<file path="src/rtl/pfba_pkg.sv">
// Shared types, codes and constants for the page-frame bitmap allocator.
package pfba_pkg;

    localparam int PAGE_TOTAL_DEF = 512;
    localparam int MAP_WORDS_DEF  = 16;
    localparam int WORD_BITS      = 32;
    localparam int BIT_W          = $clog2(WORD_BITS);

    localparam int ACT_W  = 2;
    localparam int PAGE_W = 9;
    localparam int RES_W  = 10;
    localparam int CNT_W  = 10;
    localparam int ST_W   = 2;

    localparam logic [RES_W-1:0] RESERVED_RST = 10'd1;

    localparam logic [ACT_W-1:0] ACT_INIT  = 2'd0;
    localparam logic [ACT_W-1:0] ACT_ALLOC = 2'd1;
    localparam logic [ACT_W-1:0] ACT_FREE  = 2'd2;

    localparam logic [ST_W-1:0] ST_OK       = 2'd0;
    localparam logic [ST_W-1:0] ST_NO_FREE  = 2'd1;
    localparam logic [ST_W-1:0] ST_BAD_FREE = 2'd2;

    typedef struct packed {
        logic [ACT_W-1:0]  action;
        logic [PAGE_W-1:0] page_number;
    } pfba_in_t;

    typedef struct packed {
        logic [ST_W-1:0]   status;
        logic [PAGE_W-1:0] granted_page;
        logic [CNT_W-1:0]  free_count;
    } pfba_out_t;

    typedef enum logic [2:0] {
        S_IDLE,
        S_FETCH,
        S_SCAN,
        S_EXEC,
        S_DONE
    } pfba_state_t;

    // controller -> datapath
    typedef struct packed {
        logic load;
        logic step;
        logic commit;
        logic emit;
    } pfba_cmd_t;

    // datapath -> controller
    typedef struct packed {
        logic [ACT_W-1:0] action;
        logic             hit;
        logic             last_word;
        logic             slot_free;
    } pfba_stat_t;

endpackage

</file>
<file path="src/rtl/pfba_ctrl.sv">
// Sequencing state machine for the page-frame bitmap allocator.
module pfba_ctrl
(
    input  logic                            clk,
    input  logic                            rst_n,
    input  logic                            req_valid,
    input  logic [pfba_pkg::ACT_W-1:0]      req_action,
    output logic                            req_ready,
    input  pfba_pkg::pfba_stat_t            stat,
    output pfba_pkg::pfba_cmd_t             cmd
);

    pfba_pkg::pfba_state_t state_reg;
    pfba_pkg::pfba_state_t state_next;

    always_ff @(posedge clk or negedge rst_n)
    begin
        if (!rst_n)
        begin
            state_reg <= pfba_pkg::S_IDLE;
        end
        else
        begin
            state_reg <= state_next;
        end
    end

    // next state
    always_comb
    begin
        state_next = state_reg;
        case (state_reg)
            pfba_pkg::S_IDLE:
            begin
                if (req_valid)
                begin
                    if (req_action inside {pfba_pkg::ACT_ALLOC, pfba_pkg::ACT_FREE})
                    begin
                        state_next = pfba_pkg::S_FETCH;
                    end
                    else
                    begin
                        state_next = pfba_pkg::S_EXEC;
                    end
                end
            end
            pfba_pkg::S_FETCH:
            begin
                if (stat.action == pfba_pkg::ACT_ALLOC)
                begin
                    state_next = pfba_pkg::S_SCAN;
                end
                else
                begin
                    state_next = pfba_pkg::S_EXEC;
                end
            end
            pfba_pkg::S_SCAN:
            begin
                if (stat.hit || stat.last_word)
                begin
                    state_next = pfba_pkg::S_DONE;
                end
            end
            pfba_pkg::S_EXEC:
            begin
                state_next = pfba_pkg::S_DONE;
            end
            pfba_pkg::S_DONE:
            begin
                if (stat.slot_free)
                begin
                    state_next = pfba_pkg::S_IDLE;
                end
            end
            default:
            begin
                state_next = pfba_pkg::S_IDLE;
            end
        endcase
    end

    // outputs
    always_comb
    begin
        cmd       = '0;
        req_ready = 1'b0;
        case (state_reg)
            pfba_pkg::S_IDLE:
            begin
                req_ready = 1'b1;
                cmd.load  = req_valid;
            end
            pfba_pkg::S_FETCH:
            begin
                cmd.step = (stat.action == pfba_pkg::ACT_ALLOC);
            end
            pfba_pkg::S_SCAN:
            begin
                cmd.step   = 1'b1;
                cmd.commit = stat.hit || stat.last_word;
            end
            pfba_pkg::S_EXEC:
            begin
                cmd.commit = 1'b1;
            end
            pfba_pkg::S_DONE:
            begin
                cmd.emit = stat.slot_free;
            end
            default:
            begin
                cmd = '0;
            end
        endcase
    end

    // a scan never outlives the map: the last word always ends it
    assert property (@(posedge clk) disable iff (!rst_n)
        (state_reg == pfba_pkg::S_SCAN && stat.last_word) |=> (state_reg == pfba_pkg::S_DONE))
        else $error("scan ran past the last map word");

    assert property (@(posedge clk) disable iff (!rst_n)
        cmd.commit |=> (state_reg == pfba_pkg::S_DONE))
        else $error("commit not followed by result hand-off");

endmodule

</file>
<file path="src/rtl/pfba_datapath.sv">
// Bitmap store, word scanner, free counter and result registers.
module pfba_datapath
#(
    parameter int PAGE_TOTAL = pfba_pkg::PAGE_TOTAL_DEF,
    parameter int MAP_WORDS  = pfba_pkg::MAP_WORDS_DEF
)
(
    input  logic                           clk,
    input  logic                           rst_n,
    input  pfba_pkg::pfba_cmd_t            cmd,
    output pfba_pkg::pfba_stat_t           stat,
    input  pfba_pkg::pfba_in_t             req,
    input  logic                           cfg_valid,
    input  logic [pfba_pkg::RES_W-1:0]     cfg_data,
    input  logic                           rsp_ready,
    output logic                           rsp_valid,
    output pfba_pkg::pfba_out_t            rsp
);

    localparam int WB    = pfba_pkg::WORD_BITS;
    localparam int BW    = pfba_pkg::BIT_W;
    localparam int CAP   = MAP_WORDS * WB;
    localparam int LIMIT = (PAGE_TOTAL < CAP) ? PAGE_TOTAL : CAP;
    localparam int AW    = (MAP_WORDS > 1) ? $clog2(MAP_WORDS) : 1;
    localparam int XW    = AW + BW + 1;
    localparam int FW    = $clog2(LIMIT + 1);
    localparam int CW    = (XW > pfba_pkg::RES_W) ? XW : pfba_pkg::RES_W;

    // mask of bits in word w whose page number lies below lvl
    function automatic logic [WB-1:0] fill_below(input logic [XW-1:0] lvl,
                                                 input logic [AW-1:0] w);
        logic [XW-1:0] base;
        logic [XW-1:0] diff;
        logic [WB-1:0] m;
        base = XW'(w) << BW;
        diff = lvl - base;
        if (lvl >= base + XW'(WB))
        begin
            m = '1;
        end
        else if (lvl > base)
        begin
            m = (WB'(1) << diff[BW-1:0]) - WB'(1);
        end
        else
        begin
            m = '0;
        end
        return m;
    endfunction

    logic [WB-1:0]                  mem [MAP_WORDS];
    logic [MAP_WORDS-1:0]           word_vld_reg;
    logic [FW-1:0]                  init_res_reg;
    logic [FW-1:0]                  free_cnt_reg;
    logic [pfba_pkg::RES_W-1:0]     cfg_res_reg;
    logic [pfba_pkg::ACT_W-1:0]     act_reg;
    logic [pfba_pkg::PAGE_W-1:0]    page_reg;
    logic [AW-1:0]                  rd_addr_reg;
    logic [AW-1:0]                  rd_word_reg;
    logic [WB-1:0]                  rd_data_reg;
    logic                           rd_wvld_reg;
    pfba_pkg::pfba_out_t            res_reg;
    pfba_pkg::pfba_out_t            res_next;
    pfba_pkg::pfba_out_t            out_reg;
    logic                           out_valid_reg;

    logic [WB-1:0]                  eff_word;
    logic [WB-1:0]                  avail;
    logic                           hit;
    logic [BW-1:0]                  hit_bit;
    logic [AW+BW-1:0]               hit_page;
    logic                           free_ok;
    logic [FW-1:0]                  res_clamp;
    logic [FW-1:0]                  init_cnt;
    logic [FW-1:0]                  cnt_dec;
    logic [FW-1:0]                  cnt_inc;
    logic                           mem_we;
    logic [WB-1:0]                  wr_word;

    // words not written since init read as the init pattern
    assign eff_word = rd_wvld_reg ? rd_data_reg : fill_below(XW'(init_res_reg), rd_word_reg);
    // pages beyond the managed range count as taken
    assign avail    = ~(eff_word | ~fill_below(XW'(LIMIT), rd_word_reg));
    assign hit      = |avail;

    always_comb
    begin
        hit_bit = '0;
        for (int i = WB - 1; i >= 0; i--)
        begin
            if (avail[i])
            begin
                hit_bit = BW'(i);
            end
        end
    end

    assign hit_page = {rd_word_reg, hit_bit};

    assign free_ok = (CW'(page_reg) < CW'(LIMIT)) && (CW'(page_reg) >= CW'(cfg_res_reg))
                     && eff_word[page_reg[BW-1:0]];

    assign res_clamp = (CW'(cfg_res_reg) > CW'(LIMIT)) ? FW'(LIMIT) : FW'(cfg_res_reg);
    assign init_cnt  = FW'(LIMIT) - res_clamp;
    assign cnt_dec   = (free_cnt_reg != '0) ? free_cnt_reg - FW'(1) : free_cnt_reg;
    assign cnt_inc   = free_cnt_reg + FW'(1);

    assign mem_we  = cmd.commit && (((act_reg == pfba_pkg::ACT_ALLOC) && hit)
                                    || ((act_reg == pfba_pkg::ACT_FREE) && free_ok));
    assign wr_word = (act_reg == pfba_pkg::ACT_ALLOC)
                     ? (eff_word | (WB'(1) << hit_bit))
                     : (eff_word & ~(WB'(1) << page_reg[BW-1:0]));

    always_comb
    begin
        res_next.status       = pfba_pkg::ST_OK;
        res_next.granted_page = '0;
        res_next.free_count   = pfba_pkg::CNT_W'(free_cnt_reg);
        case (act_reg)
            pfba_pkg::ACT_INIT:
            begin
                res_next.free_count = pfba_pkg::CNT_W'(init_cnt);
            end
            pfba_pkg::ACT_ALLOC:
            begin
                if (hit)
                begin
                    res_next.granted_page = pfba_pkg::PAGE_W'(hit_page);
                    res_next.free_count   = pfba_pkg::CNT_W'(cnt_dec);
                end
                else
                begin
                    res_next.status = pfba_pkg::ST_NO_FREE;
                end
            end
            pfba_pkg::ACT_FREE:
            begin
                if (free_ok)
                begin
                    res_next.free_count = pfba_pkg::CNT_W'(cnt_inc);
                end
                else
                begin
                    res_next.status = pfba_pkg::ST_BAD_FREE;
                end
            end
            default:
            begin
                res_next.status = pfba_pkg::ST_OK;
            end
        endcase
    end

    // bitmap store: one read and one write port
    always_ff @(posedge clk)
    begin
        rd_data_reg <= mem[rd_addr_reg];
        if (mem_we)
        begin
            mem[rd_word_reg] <= wr_word;
        end
    end

    // item and read-side payload
    always_ff @(posedge clk)
    begin
        rd_word_reg <= rd_addr_reg;
        rd_wvld_reg <= word_vld_reg[rd_addr_reg];
        if (cmd.load)
        begin
            act_reg  <= req.action;
            page_reg <= req.page_number;
        end
        if (cmd.commit)
        begin
            res_reg <= res_next;
        end
        if (cmd.emit)
        begin
            out_reg <= res_reg;
        end
    end

    always_ff @(posedge clk or negedge rst_n)
    begin
        if (!rst_n)
        begin
            rd_addr_reg   <= '0;
            word_vld_reg  <= '0;
            init_res_reg  <= '0;
            free_cnt_reg  <= FW'(LIMIT);
            cfg_res_reg   <= pfba_pkg::RESERVED_RST;
            out_valid_reg <= 1'b0;
        end
        else
        begin
            if (cfg_valid)
            begin
                cfg_res_reg <= cfg_data;
            end

            if (cmd.load)
            begin
                rd_addr_reg <= (req.action == pfba_pkg::ACT_FREE)
                               ? AW'(req.page_number >> BW) : '0;
            end
            else if (cmd.step && (rd_addr_reg != AW'(MAP_WORDS - 1)))
            begin
                rd_addr_reg <= rd_addr_reg + AW'(1);
            end

            if (cmd.commit)
            begin
                case (act_reg)
                    pfba_pkg::ACT_INIT:
                    begin
                        word_vld_reg <= '0;
                        init_res_reg <= res_clamp;
                        free_cnt_reg <= init_cnt;
                    end
                    pfba_pkg::ACT_ALLOC:
                    begin
                        if (hit)
                        begin
                            word_vld_reg[rd_word_reg] <= 1'b1;
                            free_cnt_reg              <= cnt_dec;
                        end
                    end
                    pfba_pkg::ACT_FREE:
                    begin
                        if (free_ok)
                        begin
                            word_vld_reg[rd_word_reg] <= 1'b1;
                            free_cnt_reg              <= cnt_inc;
                        end
                    end
                    default:
                    begin
                        free_cnt_reg <= free_cnt_reg;
                    end
                endcase
            end

            if (cmd.emit)
            begin
                out_valid_reg <= 1'b1;
            end
            else if (rsp_ready)
            begin
                out_valid_reg <= 1'b0;
            end
        end
    end

    assign stat.action    = act_reg;
    assign stat.hit       = hit;
    assign stat.last_word = (rd_word_reg == AW'(MAP_WORDS - 1));
    assign stat.slot_free = !out_valid_reg || rsp_ready;

    assign rsp_valid = out_valid_reg;
    assign rsp       = out_reg;

    assert property (@(posedge clk) disable iff (!rst_n)
        CW'(free_cnt_reg) <= CW'(LIMIT))
        else $error("free count above managed page count");

    assert property (@(posedge clk) disable iff (!rst_n)
        (cmd.commit && act_reg == pfba_pkg::ACT_ALLOC && hit)
            |-> (XW'(hit_page) < XW'(LIMIT)))
        else $error("granted page outside managed range");

    assert property (@(posedge clk) disable iff (!rst_n)
        (out_valid_reg && out_reg.status != pfba_pkg::ST_OK) |-> (out_reg.granted_page == '0))
        else $error("page granted on a failed word");

    assert property (@(posedge clk) disable iff (!rst_n)
        (cmd.commit && act_reg == pfba_pkg::ACT_FREE && free_ok)
            |-> (CW'(page_reg) >= CW'(cfg_res_reg)))
        else $error("reserved page released");

endmodule

</file>
<file path="src/rtl/page_frame_bitmap_allocator_unit.sv">
// Top level of the first-fit page-frame bitmap allocator.
// Steps: init and unused codes run idle, exec, done; free runs idle, fetch, exec,
//   done; allocate runs idle, fetch, scan to the first free page's word, done.
// Throughput: one word at a time; the allocate scan reads one bitmap word per
//   cycle through the single read port of the map store.
// Reset: map all free, free count = managed pages, reserved_pages = 1; no clearing pass.
module page_frame_bitmap_allocator_unit
#(
    parameter int PAGE_TOTAL = pfba_pkg::PAGE_TOTAL_DEF,
    parameter int MAP_WORDS  = pfba_pkg::MAP_WORDS_DEF
)
(
    input  logic                        clk,
    input  logic                        rst_n,
    // request words: action and page to free
    input  logic                        req_valid,
    output logic                        req_ready,
    input  pfba_pkg::pfba_in_t          req,
    // response words: status, granted page, free count
    output logic                        rsp_valid,
    input  logic                        rsp_ready,
    output pfba_pkg::pfba_out_t         rsp,
    // reserved_pages register write
    input  logic                        cfg_valid,
    output logic                        cfg_ready,
    input  logic [pfba_pkg::RES_W-1:0]  cfg_data
);

    pfba_pkg::pfba_cmd_t  cmd;
    pfba_pkg::pfba_stat_t stat;

    // The register is a plain flop; writes land at once.
    assign cfg_ready = 1'b1;

    // Controller: accepts a request word only when idle. The response sits in
    // an output register, so a new request can start while the last response
    // waits to be taken; the next one is held until that slot drains.
    pfba_ctrl u_ctrl
    (
        .clk        (clk),
        .rst_n      (rst_n),
        .req_valid  (req_valid),
        .req_action (req.action),
        .req_ready  (req_ready),
        .stat       (stat),
        .cmd        (cmd)
    );

    // Datapath: bitmap store with per-word valid flags (an unwritten word
    // reads as the pattern laid down by the last init), first-zero finder,
    // free counter and response registers.
    pfba_datapath
    #(
        .PAGE_TOTAL (PAGE_TOTAL),
        .MAP_WORDS  (MAP_WORDS)
    )
    u_datapath
    (
        .clk       (clk),
        .rst_n     (rst_n),
        .cmd       (cmd),
        .stat      (stat),
        .req       (req),
        .cfg_valid (cfg_valid),
        .cfg_data  (cfg_data),
        .rsp_ready (rsp_ready),
        .rsp_valid (rsp_valid),
        .rsp       (rsp)
    );

endmodule

</file>
<file path="config.mk">
export PLATFORM = sky130hd
export DESIGN_NAME = page_frame_bitmap_allocator_unit
export DESIGN_NICKNAME = d
export VERILOG_FILES = /design/src/rtl/pfba_pkg.sv /design/src/rtl/pfba_ctrl.sv /design/src/rtl/pfba_datapath.sv /design/src/rtl/page_frame_bitmap_allocator_unit.sv
export SDC_FILE = /design/constraint.sdc
export NUM_CORES = 1
export LEC_CHECK = 0
export ABC_AREA = 1
export ABC_CLOCK_PERIOD_IN_PS = 9850
export BUFFER_PORTS_ARGS = -buffer_cell sky130_fd_sc_hd__buf_2
export CAP_MARGIN = 20
export CORE_MARGIN = 3
export CORE_UTILIZATION = 47
export CTS_CLUSTER_SIZE = 14
export DETAILED_ROUTE_END_ITERATION = 7
export SETUP_SLACK_MARGIN = 0.4
export SYNTH_ARGS = -nofsm -noshare
export SYNTH_HDL_FRONTEND = slang
export SYNTH_SLANG_ARGS = --single-unit
</file>
<file path="constraint.sdc">
create_clock -name clk -period 9.85 [get_ports clk]
set_input_delay 0 -clock clk [delete_from_list [all_inputs] [get_ports clk]]
set_output_delay 0 -clock clk [all_outputs]
set_load 0.005 [all_outputs]
</file>
==> results.cfg <==
[floorplanning]
die_width_um = 254
die_area_um2 = 64500
core-area_um2 = 60600
starting_density = 0.477
placementRows = 90
fp.dieH_um = 254
io_pins = 50

[timing]
report.final.setup_viol = 0
worst_pin_slew_ns = 1.01
finalSetupTns_ns = 0
final.min_clock_period_ns = 6.39
clock.fmax_ghz = 0.157
slew-limit-headroom = 0.325
rsz0062_at_grt = false
finalMaxSlewViolations = 0
report.final.hold_viol_count = 0
worst_slack_ns = 3.46
final_min_period_over_clock_period = 0.648
timing.clock.skew_ns = 0.0214

[pwr]
power.leakage_nw = 11.6
final_power_mw = 12.4
switching_share = 0.430
switching_power_summed_over_all_nets_mw = 5.32
combPwrFrac = 0.431
powerDensity_nw_per_um2 = 377
internal_power_mw = 7.05
share_clk_of_total_power = 0.207
ir_worst_vdd_v = 0.000217
seq_power_share = 0.362

[clock_tree]
clk_root_buffer_cell = sky130_fd_sc_hd__clkbuf_16
cts_made_buffers = 71
cts.path.max_buffers = 3
clkLatencyLatePin_ns = 0.62
clock_sinks = 656
path_clk_slew_ns = 0.06
cts_tree = built
h-tree-depth = 3

[yosys]
post_synth_num_cell_types = 64
post-synth-top-count-cell = sky130_fd_sc_hd__edfxtp_1
post_synth.cell_area_avg_um2 = 11.0
ys.flop_type = sky130_fd_sc_hd__edfxtp_1
synth_area_leader_cell = sky130_fd_sc_hd__edfxtp_1
ys_seq_elements = 656
synthesis.area_um2 = 28900
async_reset_ff_frac = 0.0823
synth_edf_count = 565
ys_top_cells_by_count = sky130_fd_sc_hd__edfxtp_1, sky130_fd_sc_hd__nor2_1, sky130_fd_sc_hd__o21ai_0
syn-instance-count = 2625
synth_nets = 2684
synth_sequential_area_ratio = 0.659
yosys-top-cells-area = sky130_fd_sc_hd__edfxtp_1, sky130_fd_sc_hd__o21ai_0, sky130_fd_sc_hd__nor2_1
synth.yosys.warnings = 0
synth.top_cell.area_share = 0.587

[worst_setup_path]
path_max_fanout = 27
worst_setup_path_start_kind = flip-flop
crit_path_end_kind = flip-flop
ff2ff_setup_slack_ns = 3.46
slowest_stage = sky130_fd_sc_hd__nand2_1
critical_path_required_ns = 10.14
worst_r2r_startpoint = u_datapath.rd_word_reg[0]
worstSetupPathType = flip-flop to flip-flop
dominant_delay_contributor_by_cell_family_on_the_critical_path = simple AND/OR/NAND/NOR gates
critPathMostFrequentCell = sky130_fd_sc_hd__nand2_1
worst-r2r-cell-count = 43
r2r-end = u_datapath.mem[15][9]
worstPathArrival_ns = 6.68
critPathBufInv = 3
cp_slowest_stage_delay_ns = 0.66

[drt]
wirelength_um = 84400
dr.pass1.iters = 6
drt_iter0_drc = 2296
post-route-drc-count = 0
drt.antenna.violating_nets = 0
vias = 21214
avgRoutedWirePerCell_um = 23.8
viasPerCell = 6.00

[cells_and_area]
final.fill_count = 5220
post_route_cells_drive_above_1_share = 0.112
diodes = 0
final_std_cell_area_no_fill_um2 = 32800
largest_reg_flops = 512
nNetsFinal = 2762
area_delta_synth_final_pct = 13.5

[grt]
grt_first_pass_wirelength_um = 128000
grt_start_max_net_pins = 132
globalRouteOverflowTotal = 0
first_global_vias = 20388
grt_antenna_before_repair = 1
grt_use_total = 0.263

[worst_hold_path]
hold_path_class = input port to async pin

[place]
port-buffer-count = 48
pre_cts_worst_setup_slack_ns = 3.21
globalplace.congestion = 0.952
placed_cell_area_um2 = 30000
dp.final_hpwl_um = 51700

[run]
maxCapViolCount = 0

[status]
status = finished, final reports clean
## cells by family after synthesis
kind of cell,count (synthesis),share of synthesized area
multiplexers,1,0.000390
adder cells (fa/ha/maj),33,0.0143
other,1,0.000130
XOR/XNOR,13,0.00394
AND/OR/NAND/NOR,937,0.142
AO/OA/AOI/OAI,678,0.138
flip-flops,656,0.659
buffers and inverters,306,0.0418
## how the worst max path moves through the flow
stage / from / to / slack (ns) / depth (start not counted)
after floorplan: u_datapath.rd_word_reg[0] / u_datapath.mem[1][0] / 2.37 / 23
after global placement: u_datapath.rd_word_reg[0] / u_datapath.word_vld_reg[9] / 3.41 / 30
after detailed placement: u_datapath.rd_word_reg[0] / u_datapath.word_vld_reg[2] / 3.21 / 30
after CTS: u_datapath.rd_word_reg[0] / u_datapath.word_vld_reg[2] / 3.17 / 30
after global routing: u_datapath.rd_word_reg[0] / u_datapath.mem[15][9] / 2.85 / 44
final: u_datapath.rd_word_reg[0] / u_datapath.mem[15][9] / 3.46 / 43
## placed cells by master (no fill, tap or decap), drive strengths merged, types with 29 or more instances in the layout
cell type / Yosys / final
nor2: 413 / 413
edfxtp: 565 / 565
buf: 29 / 102
clkbuf: 114 / 93
nor3: 37 / 37
inv: 161 / 164
dlygate4sd3: 0 / 43
ha: 33 / 33
nand2: 287 / 287
o22ai: 86 / 86
dfrtp: 52 / 52
a21oi: 58 / 58
clkinv: 2 / 29
o21ai: 391 / 391
nand3: 162 / 162
o221ai: 51 / 51
dfxtp: 37 / 37
## area by class of cell
type / instances / area (µm²) / share of cell area
flip-flops and latches: 656 / 19100 / 0.581
repair buffers: 148 / 1140 / 0.0349
inverters: 163 / 623 / 0.0190
multi-input cells: 1663 / 8750 / 0.267
clock buffers: 90 / 1890 / 0.0576
well taps: 782 / 978 / 0.0298
clock inverters: 36 / 347 / 0.0106
## timing repair
action / CTS / global route
setup buffers: 0 / 0
gates resized for setup: 0 / 0
endpoints found under the hold margin: 83 / 0
hold buffers: 43 / 0
## worst min-delay path, delay by kind of cell
kind	cells	cell delay [ns]
buf+inv	3	1.19
## power by group through the flow
stage	clock (mW)	sequential [mW]	combinational [mW]
floorplan	0	4.37	3.33
finish	2.56	4.48	5.34
global placement	0	4.53	5.09
global route	2.72	4.51	5.86
detailed placement	0	4.54	5.16
CTS	2.60	4.49	5.20
## metal layers
layer	global-route usage	share of wire	vias to the layer above
met5	0	0.00015	-
met4	0.0890	0.031	2
met1	0.378	0.44	10524
li1	-	-	9643
met3	0.0411	0.071	162
met2	0.412	0.46	883
## through the flow
stage	util	std cells	hold slack, ns
finish	0.541	3538	0.0587
CTS	0.540	3529	0.0752
global placement	0.496	3360	0.183
floorplan	-	2625	-0.296
global route	0.541	3538	0.0963
detailed placement	0.496	3360	0.182
Power figures use the tool's default switching activity.
